File: src/hdl/ugti_pkg.sv
package ugti_pkg;

	// Fixed field widths.
	localparam int ARG_W   = 24;
	localparam int STEP_W  = 26;
	localparam int PROD_W  = ARG_W + STEP_W;
	localparam int LOC_W   = PROD_W - 32;
	localparam int FRAC_W  = 16;
	localparam int MAG_W   = 18;
	localparam int WORD_W  = 31;
	localparam int ACC_W   = 64;

	localparam int DEF_MAX_ROWS   = 16;
	localparam int DEF_MAX_POINTS = 1024;
	localparam int MIN_POINTS     = 4;

	// Configuration register indexes.
	localparam int CFG_IDX_W  = 2;
	localparam int CFG_DATA_W = 26;
	localparam logic [CFG_IDX_W-1:0] CFG_GRID_POINTS  = 2'd0;
	localparam logic [CFG_IDX_W-1:0] CFG_ORDER_ROWS   = 2'd1;
	localparam logic [CFG_IDX_W-1:0] CFG_INVERSE_STEP = 2'd2;

	localparam logic OP_LOAD  = 1'b0;
	localparam logic OP_QUERY = 1'b1;

	// ceil(2^33 / 3): floor(y / 3) == (y * DIV3_RECIP) >> 33 for any 32-bit y.
	localparam logic [31:0] DIV3_RECIP = 32'hAAAA_AAAB;

	typedef struct packed {
		logic                op;
		logic [3:0]          order;
		logic [9:0]          column;
		logic [WORD_W-1:0]   table_word;
		logic [ARG_W-1:0]    argument;
	} in_item_t;

	typedef struct packed {
		logic signed [31:0] value;
		logic               out_of_range;
	} out_item_t;

	typedef struct packed {
		logic [10:0]       grid_points;
		logic [4:0]        order_rows;
		logic [STEP_W-1:0] inverse_step;
	} cfg_t;

	typedef enum logic [1:0] {KIND_LEFT, KIND_RIGHT, KIND_MID} kind_t;

	typedef enum logic [2:0] {ND_M1, ND_Z, ND_P1, ND_P2, ND_ONE} node_t;

	typedef enum logic [1:0] {RND_SH2, RND_SH3, RND_SH19, RND_DIV3} rnd_t;

	typedef enum logic [2:0] {
		ST_IDLE, ST_MUL, ST_CHECK, ST_ISSUE, ST_WAIT, ST_ROUND, ST_FIN
	} state_t;

	typedef struct packed {
		logic       capture;
		logic       mul;
		logic       check;
		logic       issue;
		logic [1:0] tap;
		logic       rnd;
		logic       out_load;
	} dp_cmd_t;

	typedef struct packed {
		logic oor;
		logic three_tap;
		logic busy;
		logic out_free;
	} dp_sts_t;

	typedef struct packed {
		node_t f0;
		node_t f1;
		node_t f2;
		rnd_t  rnd;
		logic  neg;
	} tap_desc_t;

	// Per tap: the nodes whose factors form the numerator, the rounding divisor
	// (denominator times 4 for three taps, times 2^18 for four), and the weight sign.
	// Every factor has a fixed sign inside a cell, so the sign is known up front.
	function automatic tap_desc_t tap_desc(kind_t kind, logic [1:0] tap);
		case ({kind, tap})
			{KIND_LEFT,  2'd0}: return '{ND_P1, ND_P2, ND_ONE, RND_SH3,  1'b0};
			{KIND_LEFT,  2'd1}: return '{ND_Z,  ND_P2, ND_ONE, RND_SH2,  1'b0};
			{KIND_LEFT,  2'd2}: return '{ND_Z,  ND_P1, ND_ONE, RND_SH3,  1'b1};
			{KIND_RIGHT, 2'd0}: return '{ND_Z,  ND_P1, ND_ONE, RND_SH3,  1'b1};
			{KIND_RIGHT, 2'd1}: return '{ND_M1, ND_P1, ND_ONE, RND_SH2,  1'b0};
			{KIND_RIGHT, 2'd2}: return '{ND_M1, ND_Z,  ND_ONE, RND_SH3,  1'b0};
			{KIND_MID,   2'd0}: return '{ND_Z,  ND_P1, ND_P2,  RND_DIV3, 1'b1};
			{KIND_MID,   2'd1}: return '{ND_M1, ND_P1, ND_P2,  RND_SH19, 1'b0};
			{KIND_MID,   2'd2}: return '{ND_M1, ND_Z,  ND_P2,  RND_SH19, 1'b0};
			{KIND_MID,   2'd3}: return '{ND_M1, ND_Z,  ND_P1,  RND_DIV3, 1'b1};
			default:            return '{ND_ONE, ND_ONE, ND_ONE, RND_SH2, 1'b0};
		endcase
	endfunction

	// Magnitude of (t - d) for node d, in units of the fraction LSB.
	function automatic logic [MAG_W-1:0] node_mag(node_t node, logic [FRAC_W-1:0] t);
		case (node)
			ND_M1:   return {2'b00, t} + 18'h1_0000;
			ND_Z:    return {2'b00, t};
			ND_P1:   return 18'h1_0000 - {2'b00, t};
			ND_P2:   return 18'h2_0000 - {2'b00, t};
			ND_ONE:  return 18'd1;
			default: return '0;
		endcase
	endfunction

endpackage

File: src/hdl/ugti_ctrl.sv
module ugti_ctrl import ugti_pkg::*; (
	input  logic    clk,
	input  logic    arst_n,
	input  logic    in_valid,
	input  logic    op,
	output logic    in_ready,
	output dp_cmd_t cmd,
	input  dp_sts_t sts
);

	state_t     state_q, state_d;
	logic [1:0] tap_q;
	logic       last_tap;

	assign last_tap = (tap_q == (sts.three_tap ? 2'd2 : 2'd3));

	always_ff @(posedge clk or negedge arst_n) begin
		if (!arst_n) begin
			state_q <= ST_IDLE;
			tap_q   <= '0;
		end else begin
			state_q <= state_d;
			if (cmd.check) begin
				tap_q <= '0;
			end else if (cmd.issue) begin
				tap_q <= tap_q + 2'd1;
			end
		end
	end

	always_comb begin
		state_d = state_q;
		case (state_q)
			ST_IDLE: begin
				if (in_valid && op == OP_QUERY) state_d = ST_MUL;
			end
			ST_MUL:   state_d = ST_CHECK;
			ST_CHECK: state_d = sts.oor ? ST_FIN : ST_ISSUE;
			ST_ISSUE: begin
				if (last_tap) state_d = ST_WAIT;
			end
			ST_WAIT: begin
				if (!sts.busy) state_d = ST_ROUND;
			end
			ST_ROUND: state_d = ST_FIN;
			ST_FIN: begin
				if (sts.out_free) state_d = ST_IDLE;
			end
			default:  state_d = ST_IDLE;
		endcase
	end

	always_comb begin
		in_ready     = (state_q == ST_IDLE);
		cmd          = '0;
		cmd.capture  = (state_q == ST_IDLE) && in_valid && (op == OP_QUERY);
		cmd.mul      = (state_q == ST_MUL);
		cmd.check    = (state_q == ST_CHECK);
		cmd.issue    = (state_q == ST_ISSUE);
		cmd.tap      = tap_q;
		cmd.rnd      = (state_q == ST_ROUND);
		cmd.out_load = (state_q == ST_FIN) && sts.out_free;
	end

	a_tap_range: assert property (@(posedge clk) disable iff (!arst_n)
		cmd.issue && sts.three_tap |-> cmd.tap != 2'd3)
		else $error("fourth tap issued on a three-point cell");

	a_idle_empty: assert property (@(posedge clk) disable iff (!arst_n)
		in_ready |-> !sts.busy)
		else $error("ready while the weight pipeline still holds taps");

	a_out_free: assert property (@(posedge clk) disable iff (!arst_n)
		cmd.out_load |-> sts.out_free)
		else $error("result loaded over an unread result");

	a_capture_busy: assert property (@(posedge clk) disable iff (!arst_n)
		cmd.capture |=> !in_ready)
		else $error("ready right after a query was captured");

endmodule

File: config.mk
export PLATFORM = sky130hd
export DESIGN_NAME = ugti_ctrl
export DESIGN_NICKNAME = d
export VERILOG_FILES = /design/src/hdl/ugti_pkg.sv /design/src/hdl/ugti_ctrl.sv
export SDC_FILE = /design/constraint.sdc
export NUM_CORES = 1
export LEC_CHECK = 0
export BUFFER_PORTS_ARGS = -buffer_cell sky130_fd_sc_hd__buf_2
export CORE_AREA = 10 10 47 49
export CTS_CLUSTER_SIZE = 12
export DETAILED_ROUTE_END_ITERATION = 10
export DIE_AREA = 0 0 57 59
export PLACE_DENSITY_LB_ADDON = 0.08
export SETUP_SLACK_MARGIN = 0.5
export SLEW_MARGIN = 10
export SYNTH_ARGS = -nofsm -noshare
export SYNTH_HDL_FRONTEND = slang
export SYNTH_SLANG_ARGS = --single-unit
File: constraint.sdc
create_clock -name clk -period 3.3 [get_ports clk]
set_input_delay 0.165 -clock clk [delete_from_list [all_inputs] [get_ports clk]]
set_output_delay 0.165 -clock clk [all_outputs]
set_load 0.1 [all_outputs]
-- Yosys cells after proc, flatten, opt, wreduce, memory -nomap -nowiden
Cells that the tools add are included.
- bits of input ports: 8
- word-level logic and storage cells: 30
- bits in registers: 5
- bits in read-only memories: 0
- output and inout port bits: 9
- latch bits: 0
- RAM bits: 0
- memories kept: 0
- bitwise operators: 0
- mux-type cells: 9
- $add $sub $neg: 1
- div/mod/pow operators: 0
- reduce and logical (&&, ||, !) cells: 7
- equality and inequality tests: 11
- $lt $le $gt $ge: 0
- shift operators: 0
- multipliers: 0
- operators with widths (operator ; number):
    $pmux W3 S7 ; 1
    $mux W3 ; 5
    $eq A3 B3 Y1 const B ; 3
    $eq A3 B2 Y1 const B ; 2
    $logic_and A1 B1 Y1 ; 4
    $mux W2 ; 2
    $ne A2 B1 Y1 const B ; 2
    $ne A2 B2 Y1 const B ; 2
    $reduce_and A4 Y1 ; 1
    $eq A3 B1 Y1 const B ; 1
    $logic_not A3 Y1 ; 1
    $add A2 B1 Y2 const B ; 1
    $eq A2 B2 Y1 ; 1
    $reduce_bool A2 Y1 ; 1
    $mux W1 ; 1

-- Depth between registers and ports, before layout
- word-level depth: 4
- mapped depth: 4
- gate-level depth less buffers: 3

-- Worst setup path after synthesis
Ideal clock, no wire load.
- kind: register to output
- start point: reg state_q[0]
- end point: out cmd[7] (netlist bit)
- data required time: 3.135 ns
- stages on the path, launching flop included: 4
- path buffers: 1
- path slack: -0.481 ns
- arrival: 3.616 ns
- path through: dfrtp_1 > buf_2 > nor3_1 > and3_1
- RTL lines (element ; RTL line ; RTL):
    start: declaration ; ugti_ctrl.sv:11 ; state_t state_q, state_d;
    start signal: assignment ; ugti_ctrl.sv:22 ; state_q <= state_d;
    end: declaration ; ugti_ctrl.sv:7 ; output dp_cmd_t cmd,

==> results.txt <==
The run finished with clean final reports. The final route contains 330 vias. The highest fanout seen on the critical path came out at 8. The number of routed nets with antenna violations is 0.

The clock-pin slew on the worst setup and hold paths is 40 ps. The maximum number of pins on one net before global-route repair is 11. The number of buffers created by CTS is 3. In this run the clock root is driven by a sky130_fd_sc_hd__clkbuf_4. The detailed placement HPWL came out at 761 um. The global placer's final weighted congestion is 0.686. The wire length of the first global-routing pass is 1.62 mm. The worst setup path is of the flop to output pin kind. The number of post-CTS setup repair buffers is 0.

The starting density of the core is 23.2%. The row count is 14. In the global route stage, overall resource usage came out at 6.21%.

17 I/O pins were placed. Summed over all layers, the routed wires come to 950 um. The number of inserted filler cells in the final layout came out at 173. The portion of synthesized cell area occupied by the leading cell type is 38.5%. The required arrival time at the worst endpoint is 3130 ps. The layer flagged by global routing as most heavily used is met2. Setup violations remaining at the end of the flow were counted as 0. The worst setup path is captured at an output pin. For this run, the post-layout net count is 67. The width of the die is 57 um. The number of flip-flops and latches in the synthesized netlist came out at 5.

By count the netlist is led by 5 x sky130_fd_sc_hd__dfrtp_1, 4 x sky130_fd_sc_hd__nand2_1. The overflow left after global routing came out at 0. The time the worst path needs with I/O delays and setup came out at 1720 ps. From bottom edge to top edge, the die measures 59 um.

The headroom to the max-slew limit came out at 67.6%. The via count of the first global-routing pass came out at 355. TritonCTS built the clock tree. sky130_fd_sc_hd__dfrtp_1 is the most common cell in the netlist. Adding up every negative setup slack in the final design gives 0 ps. The type of the most critical hold path is primary input to flop. The first-pass detailed-route iteration total is 4. The core footprint is 0.00140 mm2. The mean routed wirelength per cell is 12.8 um.

Timing would allow up to 581 MHz. The count of unresolved DRC violations after routing came out at 0. The worst hold slack after final layout came out at 237 ps. The routing usage on met2 is 8.84%.

The number of hold buffers added after cts came out at 1. The post-synth design cell area came out at 325 um2. STA puts the critical path data arrival time at 1560 ps. The fraction of the yosys area taken by sequential cells came out at 38.5%. The hold violation total from the final report came out at 0.

The total of warnings raised by yosys came out at 0. The area of the die is 0.00336 mm2. For this run, the leading register cell type out of synthesis is sky130_fd_sc_hd__dfrtp_1. In this run, post-CTS repair resized a total of 0 instances.

Across the run, the number of max-cap violations was 0. For the pin with the worst max-slew slack, the measured transition is 490 ps. The distinct cell type count after synthesis is 21.

The number of flops mapped to enable cells by yosys came out at 0. The met1 global-route usage is 6.85%. The ratio of routed vias to standard cells is 4.46.

The number of DRC markers after the initial detailed-route iteration came out at 5. The met3 capacity usage during global routing is 4.29%. The total nets after synthesis came out at 47. The clock latency on the worst-skew pair came out at 240 ps.

The mean area per synthesized cell is 8.34 um2. The clock passes through at most 2 buffers. The layout-stage area growth over the synthesis result came out at 40.4%.

The post-synthesis cell count came out at 39. The number of buffers added on ports came out at 16. The minimum setup slack among reg-to-reg paths is 2110 ps.

The number of max-slew violations in the final report came out at 0. The CTS sink count is 5. Setup repair after global routing left no endpoint under its margin. The initial antenna violation count is 0.

The post-synthesis cell type with the largest combined area is sky130_fd_sc_hd__dfrtp_1. Cells with a size suffix above 1 make up 39.7% of the layout. Counting flops with an async set or reset pin after synthesis yields a share of 100%.

By area the synthesized netlist is led by sky130_fd_sc_hd__dfrtp_1 38%, sky130_fd_sc_hd__nor3_1 4.6%, sky130_fd_sc_hd__o21ai_0 4.6%. The worst setup path is launched from a flop. The total number of H-tree levels is 1. The final setup skew is 1.04 ps. The post-route clock period utilization came out at 52.2%. The number of antenna repair diodes came out at 0.
-- per-layer routing --
metal	share of wire, %	vias up
met5	0	-
met4	0	0
met3	7.4	0
met2	45	11
met1	48	144
li1	-	175
-- sequential cells by signal, summed over array words and instances, names as in the netlist --
| register | cells |
|---|---|
| tap_q | 2 |
| state_q | 3 |
-- worst paths after layout --
path | from | endpoint | cells after the start
worst max-delay path | state_q[1]$_DFFE_PN0P_ | cmd[0] | 3
worst min-delay path | sts[0] | state_q[2]$_DFFE_PN0P_ | 4
worst max register to register | state_q[2]$_DFFE_PN0P_ | state_q[1]$_DFFE_PN0P_ | 3
worst min register to register | tap_q[0]$_DFFE_PN0P_ | tap_q[0]$_DFFE_PN0P_ | 2
max in group asynchronous | arst_n | tap_q[1]$_DFFE_PN0P_ | 2
min in group asynchronous | arst_n | state_q[0]$_DFFE_PN0P_ | 2
-- cells in the final DEF, fill, tap and decap left out, types with 2 or more instances in the layout --
cell type,netlist,final
sky130_fd_sc_hd__nor3_1,3,2
sky130_fd_sc_hd__nand2_1,4,4
sky130_fd_sc_hd__nor2_1,3,3
sky130_fd_sc_hd__clkbuf_4,0,3
sky130_fd_sc_hd__dfrtp_1,5,5
sky130_fd_sc_hd__inv_1,3,3
sky130_fd_sc_hd__nand2b_1,2,2
sky130_fd_sc_hd__buf_2,2,16
sky130_fd_sc_hd__and3_1,2,2
sky130_fd_sc_hd__o21ai_0,3,3
-- final cells by class --
class | count | area (um2) | share of cell area [%]
clock buffers | 4 | 26.3 | 5.75
inverters | 3 | 11.3 | 2.47
multi-input cells | 29 | 184 | 40.3
flip-flops and latches | 5 | 125 | 27.4
well taps | 16 | 20.0 | 4.38
repair buffers | 17 | 90.1 | 19.7
-- logic make-up after synthesis --
logic type | count (synthesis) | share of synthesized area (%)
AND/OR/NAND/NOR | 17 | 29.2
AO/OA/AOI/OAI | 11 | 23.1
flip-flops | 5 | 38.5
buffers and inverters | 5 | 6.54
XOR/XNOR | 1 | 2.69
-- worst max-delay path: stages, from the launching register on --
cell and delay [ps]:
sky130_fd_sc_hd__dfrtp_1 520, sky130_fd_sc_hd__inv_1 150, sky130_fd_sc_hd__nor3_1 190, sky130_fd_sc_hd__buf_2 450
-- per-stage QoR --
| step | std cells | area [um2] | setup slack (ps) | util (%) |
|---|---|---|---|---|
| finish | 74 | 457 | 1580 | 32.6 |
| global route | 74 | 457 | 1460 | 32.6 |
| CTS | 74 | 457 | 1560 | 32.6 |
| detailed placement | 69 | 420 | 1840 | 30.0 |
| global placement | 69 | 420 | 1820 | 30.0 |
| floorplan | 39 | 330 | 465 | - |
Power is not shown: default switching activity piles up to over one toggle a cycle in this logic, so the estimate is an artifact.
